**src/sv/ris_pkg.sv**
```systemverilog
// shared types and constants of the roi intensity statistics unit
// no dependencies; used by the interfaces, all modules and the checker
package ris_pkg;

	localparam int unsigned REG_IDX_BITS  = 3;
	localparam int unsigned REG_DATA_BITS = 14;

	localparam logic [REG_IDX_BITS-1:0] REG_ENABLE     = 3'd0;
	localparam logic [REG_IDX_BITS-1:0] REG_ROI_LEFT   = 3'd1;
	localparam logic [REG_IDX_BITS-1:0] REG_ROI_TOP    = 3'd2;
	localparam logic [REG_IDX_BITS-1:0] REG_ROI_WIDTH  = 3'd3;
	localparam logic [REG_IDX_BITS-1:0] REG_ROI_HEIGHT = 3'd4;

	localparam int unsigned FIFO_DEPTH = 2;

	typedef struct packed {
		logic [15:0] pixel_value;
		logic [12:0] column;
		logic [12:0] row_index;
		logic        end_of_frame;
	} pixel_t;

	typedef struct packed {
		logic [15:0] minimum_value;
		logic [15:0] maximum_value;
		logic [23:0] mean_value;
		logic [23:0] deviation_value;
		logic [26:0] pixel_count;
		logic        roi_empty;
	} result_t;

	typedef struct packed {
		logic        enable;
		logic [12:0] roi_left;
		logic [12:0] roi_top;
		logic [13:0] roi_width;
		logic [13:0] roi_height;
	} cfg_t;

endpackage

```
**src/sv/ris_if.sv**
```systemverilog
// valid/ready channel interfaces for pixel items and result items
// depends on ris_pkg for the payload structs
interface ris_pixel_if import ris_pkg::*; ();
	logic   valid;
	logic   ready;
	pixel_t data;

	modport source (output valid, output data, input ready);
	modport sink (input valid, input data, output ready);
endinterface

interface ris_result_if import ris_pkg::*; ();
	logic    valid;
	logic    ready;
	result_t data;

	modport source (output valid, output data, input ready);
	modport sink (input valid, input data, output ready);
endinterface

```
**src/sv/ris_fifo.sv**
```systemverilog
// short frame-summary queue between the front and the back
// depends on ris_pkg for the queue depth
module ris_fifo import ris_pkg::*; #(
	parameter int unsigned WIDTH = 8
) (
	input  logic             clk,
	input  logic             arst_n,
	input  logic             push,
	input  logic [WIDTH-1:0] push_data,
	output logic             full,
	input  logic             pop,
	output logic [WIDTH-1:0] pop_data,
	output logic             nonempty
);

	localparam int unsigned PTR_BITS = (FIFO_DEPTH > 1) ? $clog2(FIFO_DEPTH) : 1;
	localparam int unsigned CNT_BITS = $clog2(FIFO_DEPTH + 1);

	logic [WIDTH-1:0]    mem_q [FIFO_DEPTH];
	logic [PTR_BITS-1:0] wr_ptr_q;
	logic [PTR_BITS-1:0] rd_ptr_q;
	logic [CNT_BITS-1:0] fill_q;
	logic                do_push;
	logic                do_pop;

	assign full     = fill_q == CNT_BITS'(FIFO_DEPTH);
	assign nonempty = fill_q != '0;
	assign do_push  = push && !full;
	assign do_pop   = pop && nonempty;
	assign pop_data = mem_q[rd_ptr_q];

	always_ff @(posedge clk or negedge arst_n) begin
		if (!arst_n) begin
			wr_ptr_q <= '0;
			rd_ptr_q <= '0;
			fill_q   <= '0;
		end else begin
			if (do_push) begin
				wr_ptr_q <= (wr_ptr_q == PTR_BITS'(FIFO_DEPTH - 1)) ? '0 : wr_ptr_q + 1'b1;
			end
			if (do_pop) begin
				rd_ptr_q <= (rd_ptr_q == PTR_BITS'(FIFO_DEPTH - 1)) ? '0 : rd_ptr_q + 1'b1;
			end
			case ({do_push, do_pop})
				2'b10:   fill_q <= fill_q + 1'b1;
				2'b01:   fill_q <= fill_q - 1'b1;
				default: fill_q <= fill_q;
			endcase
		end
	end

	always_ff @(posedge clk) begin
		if (do_push) begin
			mem_q[wr_ptr_q] <= push_data;
		end
	end

endmodule

```
**src/sv/ris_front.sv**
```systemverilog
// front end: takes pixel items, tests them against the region, accumulates
// min, max, count, sum and sum of squares; depends on ris_pkg and ris_if
module ris_front import ris_pkg::*; #(
	parameter int unsigned PIXEL_BITS = 16,
	parameter int unsigned COORD_BITS = 13
) (
	input  logic                                   clk,
	input  logic                                   arst_n,
	input  cfg_t                                   cfg,
	ris_pixel_if.sink                              pixel,
	input  logic                                   full,
	output logic                                   push,
	output logic [PIXEL_BITS-1:0]                  snap_min,
	output logic [PIXEL_BITS-1:0]                  snap_max,
	output logic [2*COORD_BITS:0]                  snap_count,
	output logic [PIXEL_BITS+2*COORD_BITS-1:0]     snap_sum,
	output logic [2*PIXEL_BITS+2*COORD_BITS-1:0]   snap_sqsum
);

	localparam int unsigned CNT_BITS = 2*COORD_BITS + 1;
	localparam int unsigned SUM_BITS = PIXEL_BITS + 2*COORD_BITS;
	localparam int unsigned SQ_BITS  = 2*PIXEL_BITS + 2*COORD_BITS;
	localparam int unsigned SQP_BITS = 2*PIXEL_BITS;

	logic                  valid_s1;
	logic                  inside_s1;
	logic                  eof_s1;
	logic [PIXEL_BITS-1:0] pix_s1;
	logic [SQP_BITS-1:0]   sq_s1;

	logic [PIXEL_BITS-1:0] min_q;
	logic [PIXEL_BITS-1:0] max_q;
	logic [CNT_BITS-1:0]   cnt_q;
	logic [SUM_BITS-1:0]   sum_q;
	logic [SQ_BITS-1:0]    sqsum_q;

	logic [PIXEL_BITS-1:0] pix_in;
	logic [SQP_BITS-1:0]   sq_in;
	logic [13:0]           col_off;
	logic [13:0]           row_off;
	logic                  inside_in;
	logic                  stall;
	logic                  accept;
	logic                  take;
	logic                  advance;

	logic [PIXEL_BITS-1:0] min_n;
	logic [PIXEL_BITS-1:0] max_n;
	logic [CNT_BITS-1:0]   cnt_n;
	logic [SUM_BITS-1:0]   sum_n;
	logic [SQ_BITS-1:0]    sqsum_n;

	assign pix_in  = pixel.data.pixel_value[PIXEL_BITS-1:0];
	assign sq_in   = SQP_BITS'(pix_in) * SQP_BITS'(pix_in);
	assign col_off = {1'b0, pixel.data.column} - {1'b0, cfg.roi_left};
	assign row_off = {1'b0, pixel.data.row_index} - {1'b0, cfg.roi_top};
	assign inside_in = (pixel.data.column >= cfg.roi_left) && (col_off < cfg.roi_width) &&
		(pixel.data.row_index >= cfg.roi_top) && (row_off < cfg.roi_height);

	// an enabled frame end waits here until the queue has room
	assign stall       = valid_s1 && eof_s1 && cfg.enable && full;
	assign pixel.ready = !stall;
	assign accept      = pixel.valid && !stall;
	assign advance     = valid_s1 && !stall;

	// count saturates at the top power of two
	assign take    = inside_s1 && !cnt_q[CNT_BITS-1];
	assign min_n   = (take && (pix_s1 < min_q)) ? pix_s1 : min_q;
	assign max_n   = (take && (pix_s1 > max_q)) ? pix_s1 : max_q;
	assign cnt_n   = cnt_q + CNT_BITS'(take);
	assign sum_n   = sum_q + (take ? SUM_BITS'(pix_s1) : '0);
	assign sqsum_n = sqsum_q + (take ? SQ_BITS'(sq_s1) : '0);

	assign push       = advance && eof_s1 && cfg.enable;
	assign snap_min   = min_n;
	assign snap_max   = max_n;
	assign snap_count = cnt_n;
	assign snap_sum   = sum_n;
	assign snap_sqsum = sqsum_n;

	always_ff @(posedge clk or negedge arst_n) begin
		if (!arst_n) begin
			valid_s1 <= 1'b0;
		end else if (!stall) begin
			valid_s1 <= accept;
		end
	end

	always_ff @(posedge clk) begin
		if (accept) begin
			pix_s1    <= pix_in;
			sq_s1     <= sq_in;
			inside_s1 <= inside_in;
			eof_s1    <= pixel.data.end_of_frame;
		end
	end

	always_ff @(posedge clk or negedge arst_n) begin
		if (!arst_n) begin
			min_q   <= '1;
			max_q   <= '0;
			cnt_q   <= '0;
			sum_q   <= '0;
			sqsum_q <= '0;
		end else if (advance) begin
			if (eof_s1) begin
				min_q   <= '1;
				max_q   <= '0;
				cnt_q   <= '0;
				sum_q   <= '0;
				sqsum_q <= '0;
			end else begin
				min_q   <= min_n;
				max_q   <= max_n;
				cnt_q   <= cnt_n;
				sum_q   <= sum_n;
				sqsum_q <= sqsum_n;
			end
		end
	end

endmodule

```
**src/sv/ris_back.sv**
```systemverilog
// back end: turns one frame summary into a result item with a serial
// shift-add multiplier, a restoring divider and a digit square root
// depends on ris_pkg and ris_if
module ris_back import ris_pkg::*; #(
	parameter int unsigned PIXEL_BITS    = 16,
	parameter int unsigned COORD_BITS    = 13,
	parameter int unsigned FRACTION_BITS = 8
) (
	input  logic                                 clk,
	input  logic                                 arst_n,
	input  logic                                 fifo_valid,
	output logic                                 pop,
	input  logic [PIXEL_BITS-1:0]                snap_min,
	input  logic [PIXEL_BITS-1:0]                snap_max,
	input  logic [2*COORD_BITS:0]                snap_count,
	input  logic [PIXEL_BITS+2*COORD_BITS-1:0]   snap_sum,
	input  logic [2*PIXEL_BITS+2*COORD_BITS-1:0] snap_sqsum,
	ris_result_if.source                         result
);

	localparam int unsigned CNT_BITS = 2*COORD_BITS + 1;
	localparam int unsigned SUM_BITS = PIXEL_BITS + 2*COORD_BITS;
	localparam int unsigned SQ_BITS  = 2*PIXEL_BITS + 2*COORD_BITS;
	localparam int unsigned MW       = SQ_BITS + SUM_BITS;
	localparam int unsigned YW       = SUM_BITS;
	localparam int unsigned DW       = 2*CNT_BITS;
	localparam int unsigned NW       = MW + 2*FRACTION_BITS;
	localparam int unsigned RT       = PIXEL_BITS + FRACTION_BITS;
	localparam int unsigned QW       = 2*RT;
	localparam int unsigned SW       = $clog2(NW);

	typedef enum logic [2:0] {
		ST_IDLE,
		ST_MEAN,
		ST_MUL_A,
		ST_MUL_B,
		ST_MUL_N,
		ST_DEV,
		ST_SQRT,
		ST_DONE
	} state_t;

	state_t          state_q;
	logic [SW-1:0]   cnt_q;
	logic            res_valid_q;
	result_t         res_q;

	logic [PIXEL_BITS-1:0] min_snap_q;
	logic [PIXEL_BITS-1:0] max_snap_q;
	logic [CNT_BITS-1:0]   cnt_snap_q;
	logic [SUM_BITS-1:0]   sum_snap_q;
	logic [SQ_BITS-1:0]    sq_snap_q;

	logic [MW-1:0]   mul_x_q;
	logic [YW-1:0]   mul_y_q;
	logic [MW-1:0]   prod_q;
	logic [MW-1:0]   a_q;
	logic [MW-1:0]   diff_q;
	logic [NW-1:0]   num_q;
	logic [DW-1:0]   div_d_q;
	logic [DW-1:0]   rem_q;
	logic [QW-1:0]   quo_q;
	logic [QW-1:0]   rad_q;
	logic [RT-1:0]   sq_rem_q;
	logic [RT-1:0]   root_q;
	logic [23:0]     mean_q;
	logic [23:0]     dev_q;

	logic [MW-1:0]   prod_add;
	logic [DW:0]     div_trial;
	logic [DW:0]     div_sub;
	logic            div_ge;
	logic [DW-1:0]   rem_n;
	logic [QW-1:0]   quo_n;
	logic [RT+1:0]   sq_cand;
	logic [RT+1:0]   sq_trial;
	logic [RT+1:0]   sq_sub;
	logic            sq_ge;
	logic [RT-1:0]   sq_rem_n;
	logic [RT-1:0]   root_n;
	logic [63:0]     mean_w;
	logic [63:0]     dev_w;
	logic [63:0]     count_w;
	logic            n_zero;
	logic            step_last;
	logic            out_free;
	result_t         res_n;

	assign prod_add = prod_q + (mul_y_q[0] ? mul_x_q : '0);

	assign div_trial = {rem_q, num_q[NW-1]};
	assign div_sub   = div_trial - {1'b0, div_d_q};
	assign div_ge    = div_trial >= {1'b0, div_d_q};
	assign rem_n     = div_ge ? div_sub[DW-1:0] : div_trial[DW-1:0];
	assign quo_n     = {quo_q[QW-2:0], div_ge};

	assign sq_cand  = {sq_rem_q, rad_q[QW-1:QW-2]};
	assign sq_trial = {root_q, 2'b01};
	assign sq_sub   = sq_cand - sq_trial;
	assign sq_ge    = sq_cand >= sq_trial;
	assign sq_rem_n = sq_ge ? sq_sub[RT-1:0] : sq_cand[RT-1:0];
	assign root_n   = {root_q[RT-2:0], sq_ge};

	assign mean_w  = 64'(quo_n);
	assign dev_w   = 64'(root_n);
	assign count_w = 64'(cnt_snap_q);
	assign n_zero  = cnt_snap_q == '0;

	always_comb begin
		case (state_q)
			ST_MEAN, ST_DEV:            step_last = cnt_q == SW'(NW - 1);
			ST_MUL_A, ST_MUL_B, ST_MUL_N: step_last = cnt_q == SW'(YW - 1);
			ST_SQRT:                    step_last = cnt_q == SW'(RT - 1);
			default:                    step_last = 1'b0;
		endcase
	end

	always_comb begin
		res_n.minimum_value   = n_zero ? 16'd0 : 16'(min_snap_q);
		res_n.maximum_value   = n_zero ? 16'd0 : 16'(max_snap_q);
		res_n.mean_value      = mean_q;
		res_n.deviation_value = dev_q;
		res_n.pixel_count     = count_w[26:0];
		res_n.roi_empty       = n_zero;
	end

	assign pop          = (state_q == ST_IDLE) && fifo_valid;
	assign out_free     = !res_valid_q || result.ready;
	assign result.valid = res_valid_q;
	assign result.data  = res_q;

	always_ff @(posedge clk or negedge arst_n) begin
		if (!arst_n) begin
			state_q     <= ST_IDLE;
			cnt_q       <= '0;
			res_valid_q <= 1'b0;
			res_q       <= '0;
		end else begin
			if (state_q == ST_DONE && out_free) begin
				res_valid_q <= 1'b1;
			end else if (res_valid_q && result.ready) begin
				res_valid_q <= 1'b0;
			end
			if (state_q != ST_IDLE && state_q != ST_DONE) begin
				cnt_q <= step_last ? '0 : cnt_q + 1'b1;
			end
			case (state_q)
				ST_IDLE: begin
					cnt_q <= '0;
					if (fifo_valid) begin
						state_q <= (snap_count == '0) ? ST_DONE : ST_MEAN;
					end
				end
				ST_MEAN: begin
					if (step_last) state_q <= ST_MUL_A;
				end
				ST_MUL_A: begin
					if (step_last) state_q <= ST_MUL_B;
				end
				ST_MUL_B: begin
					if (step_last) state_q <= (a_q >= prod_add) ? ST_MUL_N : ST_DONE;
				end
				ST_MUL_N: begin
					if (step_last) state_q <= ST_DEV;
				end
				ST_DEV: begin
					if (step_last) state_q <= ST_SQRT;
				end
				ST_SQRT: begin
					if (step_last) state_q <= ST_DONE;
				end
				ST_DONE: begin
					if (out_free) begin
						res_q   <= res_n;
						state_q <= ST_IDLE;
					end
				end
				default: state_q <= ST_IDLE;
			endcase
		end
	end

	always_ff @(posedge clk) begin
		case (state_q)
			ST_IDLE: begin
				if (fifo_valid) begin
					min_snap_q <= snap_min;
					max_snap_q <= snap_max;
					cnt_snap_q <= snap_count;
					sum_snap_q <= snap_sum;
					sq_snap_q  <= snap_sqsum;
					mean_q     <= '0;
					dev_q      <= '0;
					num_q      <= NW'(snap_sum) << FRACTION_BITS;
					div_d_q    <= DW'(snap_count);
					rem_q      <= '0;
					quo_q      <= '0;
				end
			end
			ST_MEAN: begin
				num_q <= num_q << 1;
				rem_q <= rem_n;
				quo_q <= quo_n;
				if (step_last) begin
					mean_q  <= mean_w[23:0];
					mul_x_q <= MW'(sq_snap_q);
					mul_y_q <= YW'(cnt_snap_q);
					prod_q  <= '0;
				end
			end
			ST_MUL_A: begin
				prod_q  <= prod_add;
				mul_x_q <= mul_x_q << 1;
				mul_y_q <= mul_y_q >> 1;
				if (step_last) begin
					a_q     <= prod_add;
					mul_x_q <= MW'(sum_snap_q);
					mul_y_q <= sum_snap_q;
					prod_q  <= '0;
				end
			end
			ST_MUL_B: begin
				prod_q  <= prod_add;
				mul_x_q <= mul_x_q << 1;
				mul_y_q <= mul_y_q >> 1;
				if (step_last) begin
					diff_q  <= a_q - prod_add;
					mul_x_q <= MW'(cnt_snap_q);
					mul_y_q <= YW'(cnt_snap_q);
					prod_q  <= '0;
				end
			end
			ST_MUL_N: begin
				prod_q  <= prod_add;
				mul_x_q <= mul_x_q << 1;
				mul_y_q <= mul_y_q >> 1;
				if (step_last) begin
					num_q   <= NW'(diff_q) << (2*FRACTION_BITS);
					div_d_q <= prod_add[DW-1:0];
					rem_q   <= '0;
					quo_q   <= '0;
				end
			end
			ST_DEV: begin
				num_q <= num_q << 1;
				rem_q <= rem_n;
				quo_q <= quo_n;
				if (step_last) begin
					rad_q    <= quo_n;
					sq_rem_q <= '0;
					root_q   <= '0;
				end
			end
			ST_SQRT: begin
				rad_q    <= rad_q << 2;
				sq_rem_q <= sq_rem_n;
				root_q   <= root_n;
				if (step_last) begin
					dev_q <= dev_w[23:0];
				end
			end
			default: begin
			end
		endcase
	end

endmodule

```
**src/sv/roi_intensity_statistics_unit.sv**
```systemverilog
// pixels are taken one per cycle; a frame end that finds the summary queue full waits there
// the result of a frame follows its frame-end pixel through the front register, the summary
// queue and the back end, which works through a serial division for the mean, three serial
// multiplications, a serial division for the deviation and a serial square root; it
// handles one frame summary at a time
// reset clears the registers and the accumulators at once; there is no clearing pass
module roi_intensity_statistics_unit import ris_pkg::*; #(
	parameter int unsigned PIXEL_BITS    = 16,
	parameter int unsigned COORD_BITS    = 13,
	parameter int unsigned FRACTION_BITS = 8
) (
	input  logic                     clk,
	input  logic                     arst_n,
	input  logic                     cfg_we,
	input  logic [REG_IDX_BITS-1:0]  cfg_index,
	input  logic [REG_DATA_BITS-1:0] cfg_data,
	ris_pixel_if.sink                pixel,
	ris_result_if.source             result
);

	localparam int unsigned CNT_BITS  = 2*COORD_BITS + 1;
	localparam int unsigned SUM_BITS  = PIXEL_BITS + 2*COORD_BITS;
	localparam int unsigned SQ_BITS   = 2*PIXEL_BITS + 2*COORD_BITS;
	localparam int unsigned SNAP_BITS = 2*PIXEL_BITS + CNT_BITS + SUM_BITS + SQ_BITS;

	cfg_t                  cfg_q;
	logic                  push;
	logic                  full;
	logic                  pop;
	logic                  nonempty;
	logic [SNAP_BITS-1:0]  push_data;
	logic [SNAP_BITS-1:0]  pop_data;

	logic [PIXEL_BITS-1:0] f_min;
	logic [PIXEL_BITS-1:0] f_max;
	logic [CNT_BITS-1:0]   f_count;
	logic [SUM_BITS-1:0]   f_sum;
	logic [SQ_BITS-1:0]    f_sqsum;
	logic [PIXEL_BITS-1:0] b_min;
	logic [PIXEL_BITS-1:0] b_max;
	logic [CNT_BITS-1:0]   b_count;
	logic [SUM_BITS-1:0]   b_sum;
	logic [SQ_BITS-1:0]    b_sqsum;

	always_ff @(posedge clk or negedge arst_n) begin
		if (!arst_n) begin
			cfg_q <= '0;
		end else if (cfg_we) begin
			case (cfg_index)
				REG_ENABLE:     cfg_q.enable     <= cfg_data[0];
				REG_ROI_LEFT:   cfg_q.roi_left   <= cfg_data[12:0];
				REG_ROI_TOP:    cfg_q.roi_top    <= cfg_data[12:0];
				REG_ROI_WIDTH:  cfg_q.roi_width  <= cfg_data[13:0];
				REG_ROI_HEIGHT: cfg_q.roi_height <= cfg_data[13:0];
				default: begin
				end
			endcase
		end
	end

	ris_front #(
		.PIXEL_BITS (PIXEL_BITS),
		.COORD_BITS (COORD_BITS)
	) u_front (
		.clk        (clk),
		.arst_n     (arst_n),
		.cfg        (cfg_q),
		.pixel      (pixel),
		.full       (full),
		.push       (push),
		.snap_min   (f_min),
		.snap_max   (f_max),
		.snap_count (f_count),
		.snap_sum   (f_sum),
		.snap_sqsum (f_sqsum)
	);

	assign push_data = {f_min, f_max, f_count, f_sum, f_sqsum};
	assign {b_min, b_max, b_count, b_sum, b_sqsum} = pop_data;

	ris_fifo #(
		.WIDTH (SNAP_BITS)
	) u_fifo (
		.clk       (clk),
		.arst_n    (arst_n),
		.push      (push),
		.push_data (push_data),
		.full      (full),
		.pop       (pop),
		.pop_data  (pop_data),
		.nonempty  (nonempty)
	);

	ris_back #(
		.PIXEL_BITS    (PIXEL_BITS),
		.COORD_BITS    (COORD_BITS),
		.FRACTION_BITS (FRACTION_BITS)
	) u_back (
		.clk        (clk),
		.arst_n     (arst_n),
		.fifo_valid (nonempty),
		.pop        (pop),
		.snap_min   (b_min),
		.snap_max   (b_max),
		.snap_count (b_count),
		.snap_sum   (b_sum),
		.snap_sqsum (b_sqsum),
		.result     (result)
	);

endmodule

```
**src/flat_wrapper.sv**
```systemverilog
// flat-port wrapper written by rule: the top's interface ports become plain ports
module roi_intensity_statistics_unit_flat import ris_pkg::*;
#(
	parameter int unsigned PIXEL_BITS    = 16,
	parameter int unsigned COORD_BITS    = 13,
	parameter int unsigned FRACTION_BITS = 8
)
  (clk, arst_n, cfg_we, cfg_index, cfg_data, pixel_valid, pixel_data, pixel_ready, result_valid, result_data, result_ready);
  ris_pixel_if pixel_i ();
  ris_result_if result_i ();
  input  logic clk;
  input  logic arst_n;
  input  logic cfg_we;
  input  logic [REG_IDX_BITS-1:0] cfg_index;
  input  logic [REG_DATA_BITS-1:0] cfg_data;
  input wire logic [$bits(pixel_i.valid)-1:0] pixel_valid;
  input wire logic [$bits(pixel_i.data)-1:0] pixel_data;
  output wire logic [$bits(pixel_i.ready)-1:0] pixel_ready;
  output wire logic [$bits(result_i.valid)-1:0] result_valid;
  output wire logic [$bits(result_i.data)-1:0] result_data;
  input wire logic [$bits(result_i.ready)-1:0] result_ready;
  assign pixel_i.valid = pixel_valid;
  assign pixel_i.data = pixel_data;
  assign pixel_ready = pixel_i.ready;
  assign result_valid = result_i.valid;
  assign result_data = result_i.data;
  assign result_i.ready = result_ready;
  roi_intensity_statistics_unit #(.PIXEL_BITS(PIXEL_BITS), .COORD_BITS(COORD_BITS), .FRACTION_BITS(FRACTION_BITS)) u_core (.clk(clk), .arst_n(arst_n), .cfg_we(cfg_we), .cfg_index(cfg_index), .cfg_data(cfg_data), .pixel(pixel_i), .result(result_i));
endmodule
```
**config.mk**
```make
export PLATFORM = sky130hd
export DESIGN_NAME = roi_intensity_statistics_unit_flat
export DESIGN_NICKNAME = d
export VERILOG_FILES = /design/src/sv/ris_pkg.sv /design/src/sv/ris_if.sv /design/src/sv/ris_fifo.sv /design/src/sv/ris_front.sv /design/src/sv/ris_back.sv /design/src/sv/roi_intensity_statistics_unit.sv /design/src/flat_wrapper.sv
export SDC_FILE = /design/constraint.sdc
export NUM_CORES = 2
export LEC_CHECK = 0
export ABC_AREA = 1
export BUFFER_PORTS_ARGS = -buffer_cell sky130_fd_sc_hd__buf_2
export CORE_MARGIN = 5
export CORE_UTILIZATION = 35
export CTS_CLUSTER_DIAMETER = 120
export DETAILED_ROUTE_END_ITERATION = 16
export GPL_TIMING_DRIVEN = 0
export PLACE_DENSITY = 0.56
export RECOVER_POWER = 100
export SYNTH_ARGS = -nofsm -noshare
export SYNTH_HDL_FRONTEND = slang
export SYNTH_HIERARCHICAL = 1
export SYNTH_SLANG_ARGS = --single-unit
```
**constraint.sdc**
```tcl
create_clock -name clk -period 38.3 [get_ports clk]
set_clock_uncertainty 0.1 [all_clocks]
set_input_delay 3.83 -clock clk [delete_from_list [all_inputs] [get_ports clk]]
set_output_delay 3.83 -clock clk [all_outputs]
set_load 0.005 [all_outputs]
```
* Yosys cells after proc, flatten, opt, wreduce, memory -nomap -nowiden
Memories as Yosys holds them, arrays and structs flattened. Index checks and enable logic that the tools add are counted.
Word-level totals: register bits 1404, latch bits 0, memory bits (writable) 318, ROM bits 0, bits of input ports 65, output and inout port bits 110, logic and storage cells 226, memories 1
Operators by class: add/subtract/negate cells 14, multiply operators 1, div/mod/pow operators 0, order comparisons 9, eq/ne operators 26, shift operators 0, multiplexer cells 69, bitwise gates (word level) 0, reductions and logical operators 60
Memory list:
- u_core.u_fifo.mem_q | depth 2, width 159, read ports 1, clocked after memory_dff 0, write ports 1, line ris_fifo.sv:19 | logic [WIDTH-1:0] mem_q [FIFO_DEPTH];
Operator list (count):
- 100-bit 2-to-1 mux | 6
- 100-bit case mux with 4 select lines | 1
- 116-bit case mux with 3 select lines | 1
- 100-bit case mux with 3 select lines | 1
- 54-bit 2-to-1 mux | 5
- 116-bit 2-to-1 mux | 2
- 24-bit case mux with 2 select lines | 4
- 42-bit case mux with 4 select lines | 1
- 54-bit case mux with 3 select lines | 1
- 47-bit case mux with 3 select lines | 1
- 42-bit 2-to-1 mux | 3
- 24-bit 2-to-1 mux | 5
- 16-bit 2-to-1 mux | 7
- 54-bit case mux with 2 select lines | 1
- 100-bit adder | 1
- 100-bit greater-or-equal comparator | 1
- 100-bit subtractor | 1
- 48-bit case mux with 2 select lines | 1
- 47-bit 2-to-1 mux | 2
- 58-bit by 32-bit adder with 58-bit output | 1
- 58-bit 2-to-1 mux | 1
- 55-bit by 54-bit greater-or-equal comparator with 1-bit output | 1
- 27-bit zero test | 2
- 54-bit subtractor | 1
- 47 further kinds | 128

* Longest topological paths before layout
depth after elaboration 10, mapped depth 41, mapped depth without buffers 38

* Modules after synthesis
Netlist, hierarchy kept.
Modules (own cells, without submodules):
- ris_back | times used 1, cells each 6700, area each 61363.9 um2, sequential area each 33246.9 um2
- ris_front | times used 1, cells each 3672, area each 25508.2 um2, sequential area each 5465.2 um2
- ris_fifo | times used 1, cells each 862, area each 11820.1 um2, sequential area each 9649.3 um2
- roi_intensity_statistics_unit | times used 1, cells each 251, area each 2240.9 um2, sequential area each 1376.3 um2

* Least setup slack after synthesis
OpenSTA, ideal clock, no wires.
kind register to register, from register u_core.u_back.state_q[0], to register u_core.u_back.num_q[100] (enable), setup time 1.088 ns, arrival time 16.277 ns, data required time 37.112 ns, slack 20.836 ns, cell stages (with the launch flop) 9, buffers on the path 1, clock period less this slack 17.464 ns, cell sequence dfrtp_1 -> nor2_1 -> inv_2 -> nor2_2 -> nor3_4 -> o31ai_2 -> nand2_2 -> clkbuf_1 -> a211oi_1
Between the ends: longest elaborated chain between the ends 5, elaborated cells on any way between the ends 14, those cells by class eq/ne: 8; mux: 1; reduce/logical: 5
RTL lines:
- from (decl) | line ris_back.sv:43 | state_t state_q;
- from (signal assigned) | line ris_back.sv:151 | state_q <= (snap_count == '0) ? ST_DONE : ST_MEAN;
- from (signal assigned) | line ris_back.sv:161 | if (step_last) state_q <= (a_q >= prod_add) ? ST_MUL_N : ST_DONE;
- 3-bit equality test (tied with other cells) | line ris_back.sv:110, ris_back.sv:184
- 3-bit OR reduction / 2-bit OR reduction (equally long branches)
- 1-bit case mux with 3 select lines | line ris_back.sv:110 | case (state_q)
- 2-bit != test (no line)
- 3-bit AND reduction (no line) (*)
- to (signal assigned) | line ris_back.sv:194 | num_q <= NW'(snap_sum) << FRACTION_BITS;
- to (signal assigned) | line ris_back.sv:201 | num_q <= num_q << 1;
- to (signal assigned) | line ris_back.sv:238 | num_q <= NW'(diff_q) << (2*FRACTION_BITS);
- to (decl) | line ris_back.sv:59 | logic [NW-1:0] num_q;
Every way passes the cells marked *; elsewhere a longest branch is shown, timed or not. A chain may end at the register's enable or synchronous reset.

==> impl_metrics.json <==
{
  "dr.pass1.iters": 6,
  "post-route-min-period_ns": 14.74,
  "cp-end-kind": "async pin",
  "dp_hpwl_microns": 238000,
  "drtAntennaViolNets": 0,
  "async_reset_ff_share_pct": 19.7,
  "grt_start_max_net_pins": 98,
  "synth.distinct_cells": 73,
  "outcome": "complete, but fails checks",
  "areaGrowthSynthToFinish_pct": 11.6,
  "die-height_microns": 547,
  "place.gp.congestion": 0.964,
  "row_count": 197,
  "netlist_area_sq_um": 101000,
  "vias": 77900,
  "path_class": "input port to async pin",
  "syn_avg_cell_area_sq_um": 8.79,
  "clock_latency_ns": 0.88,
  "rsz0062_at_grt": "false",
  "drv_cap": 39,
  "ys.flop_type": "edfxtp_1",
  "slew_viol_final": 1359,
  "worstHoldPathType": "flop to flop",
  "via_per_inst": 4.91,
  "cts_tree": "yes",
  "synthTopCellsByArea": "edfxtp_1 (41%), nand2_1 (11%), dfrtp_1 (8.0%)",
  "die_x_microns": 547,
  "critPathMostFrequentCell": "clkbuf_1",
  "cts_buffers": 194,
  "final_core_util_pct": 39.2,
  "wl_per_cell_microns": 18.9,
  "clkTransAtPathRegs_ns": 0.05,
  "grt_pass1_vias": 76100,
  "grt_usage_pct": 19.4,
  "cts_buffer_depth": 4,
  "cts_resized": 0,
  "synth_area_leader_cell": "edfxtp_1",
  "start_kind": "input port",
  "tns_ns": 0,
  "synth_edf_count": 1374,
  "cts.sinks": 1712,
  "drive_gt1_share_pct": 4.03,
  "cpPeakStageDelay_ns": 3.88,
  "initial_core_util_pct": 35.1,
  "grt_overflow": 0,
  "fillers": 29400,
  "post_cts_buffers": 0,
  "dpl.cell_count": 15500,
  "numPortBuffers": 174,
  "setup_viol": 0,
  "detailedPlace.worstSlack_ns": 28.08,
  "core_area_sq_um": 288000,
  "rr_startpoint": "u_core/u_back/state_q[2]",
  "ys_seq_area_share_pct": 49.3,
  "finalWirelength_microns": 300000,
  "dieArea_sq_um": 299000,
  "crit_fanout": 97,
  "grt_pass1_wl_microns": 456000,
  "finalNonFillerCells": 15900,
  "cp_data_required_time_ns": 37.85,
  "htree_levels": 4,
  "drt-initial-drc-count": 6447,
  "slew_headroom_pct": -275,
  "nets": 12700,
  "worst_slack_ns": 23.56,
  "syn_inst": 11500,
  "worst_pin_slew_ns": 5.62,
  "slowest_stage": "clkbuf_1",
  "period_share_pct": 38.5,
  "cts_hold_repair.buffers": 0,
  "cp-startpoint": "arst_n",
  "antenna_found_initial": 9,
  "drc": 0,
  "worstPathCellList": "clkbuf_1 -> clkbuf_1 -> clkbuf_1",
  "synth_warnings": 6,
  "arrival_ns": 14.29,
  "hold_viol": 0,
  "io_pins": 175,
  "violations": "capacitance limit, slew limit",
  "max_freq_mhz": 67.8,
  "synth_seq_cells": 1712,
  "holdCritStartpoint": "u_core/u_back/mean_q[19]",
  "cts-root-buf": "clkbuf_16",
  "synth_top_area_share_pct": 40.9
}
path summary, 6_finish.rpt:
path                            cells after the start                        endpoint  slack, ns
worst min-delay path                                2   u_core/u_back/result.data[71]       0.34
max in group clk                                   16        u_core/u_back/num_q[114]      26.16
worst min register to register                      2   u_core/u_back/result.data[71]       0.34
worst max-delay path                                3   u_core/u_back/result.data[72]      23.56
worst max register to register                     16        u_core/u_back/num_q[114]      26.16
min in group asynchronous                           1  u_core/u_back/result.data[102]       4.15
per-stage QoR:
stage                     hold WS, ns  cell area, sq um
final                           0.340            113000
after global routing            0.367            113000
after CTS                       0.343            114000
after detailed placement        0.332            108000
after global placement          0.333            107000
after floorplan                 0.325            101000
registers in the layout, indices dropped and copies added, names as in the netlist, 55 cells and up:
signal                     flops
u_core/u_fifo/mem_q          318
u_core/u_back/mul_x_q        100
u_core/u_front/sqsum_q        58
u_core/u_back/num_q          108
u_core/cfg_q                  55
u_core/u_back/result.data    108
u_core/u_back/prod_q         100
u_core/u_back/sq_snap_q       58
u_core/u_back/diff_q         100
u_core/u_back/a_q            100
critical path: cells and delay by family:
kind / cells / cell delay (ns)
buf+inv: 3 / 10.11
Yosys cell counts, types with 12 or more instances:
cell type,instances
buf_2,36
inv_1,1805
o21ai_0,618
o31ai_1,13
a31oi_1,68
nand3_1,410
edfxtp_1,1374
dfstp_2,16
nand2_2,28
o21a_1,40
buf_6,17
nor3_1,91
clkbuf_1,199
xor2_1,236
o22ai_1,33
buf_4,19
o221ai_1,24
and3_1,13
inv_2,15
a22o_1,127
fa_1,169
nand3_2,13
nor4_1,38
dfrtp_1,322
a21o_1,30
o211ai_1,18
nand4_1,77
buf_1,19
nor2_2,23
a211oi_1,21
nand3b_1,21
o21bai_1,25
and2_1,60
nor2_1,1020
a21boi_0,12
xnor2_1,127
ha_1,513
o21ai_1,24
nand2_1,2998
a21oi_1,670
layout by cell type (no fill, tap or decap), types with 33 or more instances in the layout:
master and count:
nor4_1 38, nand2_1 3014, nor2_1 1032, o21ai_0 636, clkinv_2 39, nand3_1 422
xnor2_1 127, a31oi_1 68, o22ai_1 33, clkbuf_1 446, edfxtp_1 1374, nand4_1 77
and2_0 54, a21oi_1 671, nor3_1 94, ha_1 513, fa_1 169, inv_1 1812
xor2_1 237, dfrtp_1 322, clkbuf_16 196, a22o_1 127, o21a_1 40, buf_2 90
per-layer routing:
layer | up-vias | GRT usage, % | routed length, microns
li1 | 38600 | - | -
met1 | 36600 | 27.8 | 139000
met2 | 2203 | 30.8 | 133000
met3 | 491 | 1.97 | 16200
met4 | 0 | 6.71 | 11800
met5 | - | 0 | 0
final cells by class:
type	instances	area (sq um)	share of cell area, %
Clock buffer	247	5210	4.62
Inverter	1825	6850	6.08
Tap cell	3781	4730	4.20
Clock inverter	113	1260	1.12
Sequential cell	1712	49700	44.2
Multi-Input combinational cell	7659	42800	38.0
Antenna cell	2	5.00	0.00444
Timing Repair Buffer	225	931	0.826
Buffer	290	1150	1.02
cell families (layout without fill, tap and decap cells):
logic type                 after synthesis  count (layout)  synth area share [%]
xor gates and xnor gates               364             364                  3.17
AOI/OAI and AO/OA                     1773            1773                  10.1
DFF                                   1712            1712                  49.3
buffers and inverters                 2115            2700                  8.11
other                                    1               4               0.00372
adders and majority gates              682             682                  9.71
and+or+nand+nor                       4838            4838                  19.6
Power is left out: the tool's default activity adds up to more than one toggle a clock period on the data nets, which glitch-free logic cannot reach.
